File: src/i2cm_pkg.sv
`timescale 1ns / 1ps

package i2cm_pkg;

	localparam int unsigned DELAY_W   = 16;
	localparam int unsigned IN_DATA_W = 16;
	localparam int unsigned OUT_DATA_W = 16;
	localparam int unsigned BIT_CNT_W = 4;

	// Configuration register indexes.
	typedef enum logic [0:0] {
		REG_HALF_DELAY    = 1'b0,
		REG_QUARTER_DELAY = 1'b1
	} reg_index_t;

	// Input item kinds carried on tuser.
	typedef enum logic [0:0] {
		KIND_TICK    = 1'b0,
		KIND_COMMAND = 1'b1
	} item_kind_t;

	typedef enum logic [1:0] {
		CMD_START = 2'd0,
		CMD_STOP  = 2'd1,
		CMD_WRITE = 2'd2,
		CMD_READ  = 2'd3
	} cmd_t;

	// Bus sequencer phases. S* start, T* stop, W* write data bits,
	// WA* write acknowledge clock, R* read data bits, RA* read acknowledge.
	typedef enum logic [4:0] {
		PH_IDLE = 5'd0,
		PH_S1   = 5'd1,
		PH_S2   = 5'd2,
		PH_T1   = 5'd3,
		PH_T2   = 5'd4,
		PH_T3   = 5'd5,
		PH_W1   = 5'd6,
		PH_W2   = 5'd7,
		PH_W3   = 5'd8,
		PH_W4   = 5'd9,
		PH_WA1  = 5'd10,
		PH_WA2  = 5'd11,
		PH_WA3  = 5'd12,
		PH_WA4  = 5'd13,
		PH_WA5  = 5'd14,
		PH_R1   = 5'd15,
		PH_R2   = 5'd16,
		PH_R3   = 5'd17,
		PH_RA1  = 5'd18,
		PH_RA2  = 5'd19,
		PH_RA3  = 5'd20,
		PH_RA4  = 5'd21,
		PH_RA5  = 5'd22,
		PH_RA6  = 5'd23
	} phase_t;

endpackage

File: src/i2c_master_byte_engine.sv
`timescale 1ns / 1ps

// Open-drain I2C master that carries out start, stop, write-byte and read-byte
// commands, paced by tick transactions on the input stream.
//
// Input stream (s_*): tuser is the item kind (0 tick, 1 command). Command
// fields are ignored on ticks, and a command that arrives while a previous one
// is still running is dropped. sda_in and scl_in are the sampled bus levels.
// Output stream (m_*): exactly one result transaction per input transaction,
// in order, carrying the line drives and status after that item.
//
// The result is registered: the item's effect is computed combinationally from
// the sequencer registers and captured with them in the output register.
// Throughput is one transaction per cycle while the receiver takes results;
// the only loop is the phase sequencer's next-state logic.
// When the receiver stalls, s_tready drops as soon as a result is waiting
// and not taken, so nothing is lost and the sequencer does not advance.
//
// Reset (arst_n low) returns the sequencer to idle with both lines released,
// clears the status and loads half_delay = 5 and quarter_delay = 3 ticks.
// Delay registers should be written while the engine is idle; a zero delay
// acts as one tick.
module i2c_master_byte_engine
	import i2cm_pkg::*;
(
	input  logic                  clk,
	input  logic                  arst_n,
	input  logic                  s_tvalid,
	output logic                  s_tready,
	// [1:0] command, [9:2] write_data, [10] send_ack, [11] sda_in,
	// [12] scl_in, [15:13] zero
	input  logic [IN_DATA_W-1:0]  s_tdata,
	// [0] kind
	input  logic                  s_tuser,
	output logic                  m_tvalid,
	input  logic                  m_tready,
	// [0] scl_pull_low, [1] sda_pull_low, [2] busy_res, [3] done_res,
	// [11:4] read_byte, [12] ack_seen, [15:13] zero
	output logic [OUT_DATA_W-1:0] m_tdata,
	input  logic                  cfg_we,
	input  logic                  cfg_index,
	input  logic [DELAY_W-1:0]    cfg_data
);

	logic [DELAY_W-1:0]   half_delay_q;
	logic [DELAY_W-1:0]   quarter_delay_q;

	phase_t               phase_q, n_phase;
	logic [BIT_CNT_W-1:0] bit_count_q, n_bit_count;
	logic [DELAY_W-1:0]   wait_count_q, n_wait_count;
	logic [7:0]           shift_byte_q, n_shift_byte;
	logic                 ack_choice_q, n_ack_choice;
	logic                 clock_drive_q, n_clock_drive;
	logic                 data_drive_q, n_data_drive;
	logic                 last_ack_q, n_last_ack;
	logic [7:0]           last_read_q, n_last_read;
	logic                 done;

	logic                 out_valid_q;
	logic [OUT_DATA_W-1:0] out_data_q;
	logic [OUT_DATA_W-1:0] result;

	logic                 in_accept;
	item_kind_t           kind;
	cmd_t                 command;
	logic [7:0]           write_data;
	logic                 send_ack;
	logic                 sda_in;
	logic                 scl_in;

	logic [DELAY_W-1:0]   half_eff;
	logic [DELAY_W-1:0]   quarter_eff;
	logic                 go;
	logic                 enter_en;
	phase_t               enter_ph;
	phase_t               leave_ph;

	assign kind       = item_kind_t'(s_tuser);
	assign command    = cmd_t'(s_tdata[1:0]);
	assign write_data = s_tdata[9:2];
	assign send_ack   = s_tdata[10];
	assign sda_in     = s_tdata[11];
	assign scl_in     = s_tdata[12];

	// The output register frees up in the same cycle it is read.
	assign s_tready  = !out_valid_q || m_tready;
	assign in_accept = s_tvalid && s_tready;
	assign m_tvalid  = out_valid_q;
	assign m_tdata   = out_data_q;

	// A zero delay behaves as a single tick.
	assign half_eff    = (half_delay_q == '0) ? DELAY_W'(1) : half_delay_q;
	assign quarter_eff = (quarter_delay_q == '0) ? DELAY_W'(1) : quarter_delay_q;

	// Next-state logic: leave the current phase, then apply the actions of
	// the phase that is entered.
	always_comb begin
		n_phase       = phase_q;
		n_bit_count   = bit_count_q;
		n_wait_count  = wait_count_q;
		n_shift_byte  = shift_byte_q;
		n_ack_choice  = ack_choice_q;
		n_clock_drive = clock_drive_q;
		n_data_drive  = data_drive_q;
		n_last_ack    = last_ack_q;
		n_last_read   = last_read_q;
		done          = 1'b0;
		go            = 1'b0;
		enter_en      = 1'b0;
		enter_ph      = PH_IDLE;
		leave_ph      = PH_IDLE;

		if (kind == KIND_COMMAND) begin
			if (phase_q == PH_IDLE) begin
				n_bit_count = '0;
				enter_en    = 1'b1;
				case (command)
					CMD_START: enter_ph = PH_S1;
					CMD_STOP:  enter_ph = PH_T1;
					CMD_WRITE: begin
						n_shift_byte = write_data;
						enter_ph     = PH_W1;
					end
					default: begin
						n_shift_byte = '0;
						n_ack_choice = send_ack;
						enter_ph     = PH_R1;
					end
				endcase
			end
		end else if (phase_q != PH_IDLE) begin
			// Clock stretching: after a released high phase wait for SCL.
			if (phase_q inside {PH_W4, PH_WA4, PH_R3, PH_RA4}) begin
				go = scl_in;
			end else if (wait_count_q > DELAY_W'(1)) begin
				n_wait_count = wait_count_q - DELAY_W'(1);
			end else begin
				go = 1'b1;
			end

			if (go) begin
				case (phase_q)
					PH_S1:  leave_ph = PH_S2;
					PH_T1:  leave_ph = PH_T2;
					PH_T2:  leave_ph = PH_T3;
					PH_W1:  leave_ph = PH_W2;
					PH_W2:  leave_ph = PH_W3;
					PH_W3:  leave_ph = PH_W4;
					PH_W4: begin
						n_shift_byte = {shift_byte_q[6:0], 1'b0};
						n_bit_count  = bit_count_q + BIT_CNT_W'(1);
						leave_ph     = (n_bit_count >= BIT_CNT_W'(8)) ? PH_WA1 : PH_W1;
					end
					PH_WA1: leave_ph = PH_WA2;
					PH_WA2: leave_ph = PH_WA3;
					PH_WA3: leave_ph = PH_WA4;
					PH_WA4: begin
						n_last_ack = !sda_in;
						leave_ph   = PH_WA5;
					end
					PH_R1:  leave_ph = PH_R2;
					PH_R2:  leave_ph = PH_R3;
					PH_R3: begin
						n_shift_byte = {shift_byte_q[6:0], sda_in};
						n_bit_count  = bit_count_q + BIT_CNT_W'(1);
						if (n_bit_count >= BIT_CNT_W'(8)) begin
							n_last_read = n_shift_byte;
							leave_ph    = PH_RA1;
						end else begin
							leave_ph = PH_R1;
						end
					end
					PH_RA1: leave_ph = PH_RA2;
					PH_RA2: leave_ph = PH_RA3;
					PH_RA3: leave_ph = PH_RA4;
					PH_RA4: leave_ph = PH_RA5;
					PH_RA5: leave_ph = PH_RA6;
					default: leave_ph = PH_IDLE;
				endcase

				if (leave_ph == PH_IDLE) begin
					n_phase      = PH_IDLE;
					n_wait_count = '0;
					done         = 1'b1;
				end else begin
					enter_en = 1'b1;
					enter_ph = leave_ph;
				end
			end
		end

		if (enter_en) begin
			n_phase      = enter_ph;
			n_wait_count = '0;
			case (enter_ph)
				PH_S1:  begin n_clock_drive = 1'b0; n_wait_count = half_eff; end
				PH_S2:  begin n_data_drive = 1'b1; n_wait_count = half_eff; end
				PH_T1:  begin n_data_drive = 1'b1; n_wait_count = half_eff; end
				PH_T2:  begin n_clock_drive = 1'b0; n_wait_count = quarter_eff; end
				PH_T3:  begin n_data_drive = 1'b0; n_wait_count = half_eff; end
				PH_W1:  begin n_clock_drive = 1'b1; n_wait_count = quarter_eff; end
				PH_W2:  begin n_data_drive = !n_shift_byte[7]; n_wait_count = half_eff; end
				PH_W3:  begin n_clock_drive = 1'b0; n_wait_count = half_eff; end
				PH_WA1: begin n_clock_drive = 1'b1; n_wait_count = quarter_eff; end
				PH_WA2: begin n_data_drive = 1'b0; n_wait_count = half_eff; end
				PH_WA3: begin n_clock_drive = 1'b0; n_wait_count = half_eff; end
				PH_WA5: begin n_clock_drive = 1'b1; n_wait_count = half_eff; end
				PH_R1: begin
					n_clock_drive = 1'b1;
					n_data_drive  = 1'b0;
					n_wait_count  = half_eff;
				end
				PH_R2:  begin n_clock_drive = 1'b0; n_wait_count = half_eff; end
				PH_RA1: begin n_clock_drive = 1'b1; n_wait_count = quarter_eff; end
				PH_RA2: begin n_data_drive = n_ack_choice; n_wait_count = half_eff; end
				PH_RA3: begin n_clock_drive = 1'b0; n_wait_count = half_eff; end
				PH_RA5: begin n_clock_drive = 1'b1; n_wait_count = half_eff; end
				PH_RA6: begin n_data_drive = 1'b0; n_wait_count = half_eff; end
				default: ;
			endcase
		end
	end

	// Result word, packed as listed on the m_tdata port.
	always_comb begin
		result        = '0;
		result[0]     = n_clock_drive;
		result[1]     = n_data_drive;
		result[2]     = (n_phase != PH_IDLE);
		result[3]     = done;
		result[11:4]  = n_last_read;
		result[12]    = n_last_ack;
	end

	always_ff @(posedge clk or negedge arst_n) begin
		if (!arst_n) begin
			half_delay_q    <= DELAY_W'(5);
			quarter_delay_q <= DELAY_W'(3);
		end else if (cfg_we) begin
			case (reg_index_t'(cfg_index))
				REG_HALF_DELAY:    half_delay_q <= cfg_data;
				REG_QUARTER_DELAY: quarter_delay_q <= cfg_data;
				default: ;
			endcase
		end
	end

	always_ff @(posedge clk or negedge arst_n) begin
		if (!arst_n) begin
			phase_q       <= PH_IDLE;
			bit_count_q   <= '0;
			wait_count_q  <= '0;
			shift_byte_q  <= '0;
			ack_choice_q  <= 1'b0;
			clock_drive_q <= 1'b0;
			data_drive_q  <= 1'b0;
			last_ack_q    <= 1'b0;
			last_read_q   <= '0;
		end else if (in_accept) begin
			phase_q       <= n_phase;
			bit_count_q   <= n_bit_count;
			wait_count_q  <= n_wait_count;
			shift_byte_q  <= n_shift_byte;
			ack_choice_q  <= n_ack_choice;
			clock_drive_q <= n_clock_drive;
			data_drive_q  <= n_data_drive;
			last_ack_q    <= n_last_ack;
			last_read_q   <= n_last_read;
		end
	end

	always_ff @(posedge clk or negedge arst_n) begin
		if (!arst_n) begin
			out_valid_q <= 1'b0;
		end else if (in_accept) begin
			out_valid_q <= 1'b1;
		end else if (m_tready) begin
			out_valid_q <= 1'b0;
		end
	end

	always_ff @(posedge clk) begin
		if (in_accept) begin
			out_data_q <= result;
		end
	end

	// A command accepted while idle always starts a sequence.
	a_cmd_starts: assert property (@(posedge clk) disable iff (!arst_n)
		in_accept && kind == KIND_COMMAND && phase_q == PH_IDLE |=> phase_q != PH_IDLE)
		else $error("command accepted while idle did not start a sequence");

	// The bit counter never runs past the eighth bit.
	a_bit_count_range: assert property (@(posedge clk) disable iff (!arst_n)
		bit_count_q <= BIT_CNT_W'(8))
		else $error("bit counter out of range");

	// A stretched clock holds the sequencer in its wait phase.
	a_stretch_hold: assert property (@(posedge clk) disable iff (!arst_n)
		in_accept && kind == KIND_TICK && !scl_in &&
		(phase_q == PH_W4 || phase_q == PH_WA4 || phase_q == PH_R3 || phase_q == PH_RA4)
		|=> $stable(phase_q))
		else $error("sequencer left a stretch phase while SCL was low");

	// Without an accepted transaction the sequencer does not move.
	a_no_accept_hold: assert property (@(posedge clk) disable iff (!arst_n)
		!in_accept |=> $stable(phase_q) && $stable(wait_count_q) && $stable(bit_count_q))
		else $error("sequencer state changed without an accepted transaction");

	// A finished command is reported with the engine no longer busy.
	a_done_not_busy: assert property (@(posedge clk) disable iff (!arst_n)
		out_valid_q && out_data_q[3] |-> !out_data_q[2])
		else $error("done reported while still busy");

endmodule

File: config.mk
export PLATFORM = sky130hd
export DESIGN_NAME = i2c_master_byte_engine
export DESIGN_NICKNAME = d
export VERILOG_FILES = /design/src/i2cm_pkg.sv /design/src/i2c_master_byte_engine.sv
export SDC_FILE = /design/constraint.sdc
export NUM_CORES = 1
export LEC_CHECK = 0
export BUFFER_PORTS_ARGS = -buffer_cell sky130_fd_sc_hd__buf_2
export CAP_MARGIN = 20
export CORE_MARGIN = 1.5
export CORE_UTILIZATION = 50
export CTS_CLUSTER_DIAMETER = 150
export DETAILED_ROUTE_END_ITERATION = 7
export PLACE_DENSITY = 0.7
export SYNTH_ARGS = -nofsm -noshare
export SYNTH_HDL_FRONTEND = slang
export SYNTH_SLANG_ARGS = --single-unit
File: constraint.sdc
create_clock -name clk -period 6.6 [get_ports clk]
set_clock_uncertainty 0.05 [all_clocks]
set_input_delay 0.33 -clock clk [delete_from_list [all_inputs] [get_ports clk]]
set_output_delay 0.33 -clock clk [all_outputs]
set_load 0.02 [all_outputs]
==> impl_metrics.yaml <==
outcome:
  status: "completed"
sta:
  fin_setup_tns_ns: 0
  setup_viol: 0
  max_freq_mhz: 277
  drv_slew: 0
  min_period_ns: 3.61
  slew_headroom_pct: 36.7
  worstMarginPinSlew_ns: 0.949
  hold_viol: 0
  rsz0062_at_grt: "no"
  fin_crit_sh_pct: 54.7
pwr:
  total_power_w: 0.00193
  power_density_nw_per_um2: 340
  max-vdd-ir-drop_uv: 155
  leakagePower_nw: 2.32
placement:
  place_congestion: 0.834
  io_buffers: 50
  hpwl_um: 8250
critical_path:
  r2r-end: "wait_count_q[2]"
  cp-startpoint: "phase_q[2]"
  worst_path_largest_cell_delay_ns: 0.78
  start_kind: "flip-flop"
  worstPathRequired_ns: 6.77
  crit_arrival_ns: 3.78
  reg2reg_depth: 9
  cp_max_fo: 27
  cp.depth: 9
  end_kind: "flip-flop"
  setup.worst_path.class: "flip-flop to flip-flop"
  crit_path_top_delay_cell: "and3_1"
  r2r_start: "phase_q[2]"
  path_cells: "or3_1 > nor3_2 > ha_1 > and3_1 > nand2_1 > o21ai_0 > a21oi_1 > a221oi_1 > a22oi_1"
  crit_buf_inv: 0
  crit_family: "simple AND/OR/NAND/NOR gates"
  r2r_slack_ns: 2.99
  crit_end: "wait_count_q[2]"
detailed_routing:
  drt-initial-drc-count: 239
  route.detailed.drc: 0
  ant_nets: 0
  finalWirelength_um: 11900
  first_pass_iters: 5
  vias: 4140
  wl_per_cell_um: 17.6
  vias_per_cell: 6.12
synthesis:
  async_reset_ff_share_pct: 85.7
  synth_edf_count: 13
  yosysWarnings: 0
  ys_ff_latch: 91
  yosysUniqueCellTypes: 79
  synth_cells: 499
  ys.flop_type: "dfrtp_1"
  avgSynthCellArea_um2: 10.4
  synth_area_um2: 5180
  ys_seq_area_share_pct: 45.3
clock_network:
  tritoncts: "done"
  clock-sinks: 91
  h-tree-depth: 3
  clk_latency_ns: 0.37
  clk_pin_slew_worst_paths_ns: 0.10
  root_buffer: "clkbuf_8"
  cts.path.max_buffers: 2
  cts_resized: 0
  cts_made_buffers: 9
final_layout:
  syn2layout_area_growth_pct: 9.20
  num-fill-cells: 887
  layout-drive-gt1-share_pct: 29.0
  layout_commonest_cell: "dfrtp_1"
  n_antenna_cell: 0
  fin_nets: 582
  final_cell_mix: "dfrtp_1, mux2_2, buf_2, nand2_1, nor2_1"
  regArea_um2: 2350
  multi_input_area_um2: 2630
flow_run:
  max-cap-violations: 0
floorplan:
  io_pins: 57
  start_util_pct: 52.3
  core_um2: 9910
  dieHeight_um: 105
  dieArea_um2: 11000
  die_width_um: 105
  fp-row-count: 36
hold_path:
  hp-class: "input pin to flip-flop"
  hold_start: "s_tvalid"
grt:
  grt_pass1_vias: 4043
  grt_pass1_wl_um: 19800
  grt_max_degree: 79
  grt-ovfl-total: 0
  antenna_found_initial: 0
  grt_usage_pct: 22.3
-- cell usage after synthesis, drive strengths merged (3+ instances only) --
library cell	count	share of area, %
a21oi	29	2.8
xnor2	3	0.51
dfstp	4	2.0
a22oi	13	2.0
o31ai	4	0.58
dfrtp	74	36
nand2	42	3.0
a221oi	3	0.51
nand4	6	1.0
o221ai	3	0.51
nand2b	4	0.48
nor3	16	1.7
a32oi	4	0.68
clkbuf	19	2.1
o311ai	3	0.65
nor4	16	2.5
o211ai	5	0.72
mux2	54	12
mux2i	4	0.77
nand3	22	2.3
or3	3	0.39
a211o	3	0.56
nor2	39	3.0
edfxtp	13	7.5
and2	8	1.1
nor3b	3	0.43
a211oi	9	1.7
buf	8	1.3
a22o	3	0.68
xor2	3	0.51
a21o	6	0.94
o32ai	3	0.51
inv	9	0.65
ha	4	0.97
nor2b	4	0.53
a31oi	5	0.60
and3	4	0.53
o21ai	22	2.1
-- registers in the layout (all words and copies together) (netlist names) --
| signal | count |
|---|---|
| m_tvalid | 1 |
| wait_count_q | 16 |
| ack_choice_q | 1 |
| data_drive_q | 1 |
| m_tdata | 13 |
| last_read_q | 8 |
| bit_count_q | 4 |
| half_delay_q | 16 |
| shift_byte_q | 8 |
| phase_q | 5 |
| last_ack_q | 1 |
| quarter_delay_q | 16 |
| clock_drive_q | 1 |
-- metrics by stage --
stage / hold slack [ns] / instance area (um^2) / setup slack, ns / std cells / util (%)
after global routing: 0.128 / 5660 / 2.67 / 677 / 57.1
after CTS: 0.0783 / 5620 / 3.06 / 674 / 56.7
after floorplan: -0.0156 / 5190 / 3.77 / 501 / -
after global placement: 0.427 / 5440 / 3.15 / 658 / 54.9
final: 0.148 / 5660 / 2.99 / 677 / 57.1
after detailed placement: 0.442 / 5440 / 3.09 / 658 / 54.9
-- routing by layer --
layer | vias to the layer above | part of all wire [%] | track usage, %
met4 | 0 | 1.0 | 6.56
met2 | 119 | 50 | 37.4
li1 | 1959 | - | -
met3 | 12 | 5.6 | 4.62
met1 | 2050 | 44 | 29.2
met5 | - | 0 | 0
-- how the worst min path moves through the flow --
stage / depth (start not counted) / slack [ns] / end
after detailed placement: 1 / 0.44 / last_read_q[1]
final: 2 / 0.15 / m_tvalid
after CTS: 1 / 0.08 / phase_q[1]
after global routing: 2 / 0.13 / m_tvalid
after global placement: 2 / 0.43 / clock_drive_q
after floorplan: 0 / -0.02 / ack_choice_q
-- power by group --
part,total (W),internal [W],leakage (nW),switching [W]
combinational,0.000708,0.000304,1.15,0.000404
clock,0.000359,0.000142,0.0852,0.000217
sequential,0.000859,0.000693,1.09,0.000166
total,0.00193,0.00114,2.32,0.000787
-- logic make-up (layout without fill, tap and decap cells) --
family                     count (synthesis)  in the layout  share of synthesized area (%)
other                                      1              3                         0.0724
DFF                                       91             91                           45.3
xor gates and xnor gates                   6              6                           1.01
AOI/OAI and AO/OA                        126            126                           17.6
adders and majority gates                  4              4                          0.966
buffers and inverters                     37             80                           4.03
and+or+nand+nor                          176            176                           18.5
muxes                                     58             58                           12.5
-- what timing repair did --
action,CTS,global route
hold buffers,0,1
setup buffers,0,0
hold endpoints to repair,0,37
-- layout make-up --
type                       count  area share (%)
multi-input combinational    373            46.5
timing repair buffer          54            5.26
inverter                      10           0.664
sequential                    91            41.5
clock buffer                  10            2.26
tap                          133            2.94
clock inverter                 6           0.863
Note: power is estimated with default switching activity, not from simulation.
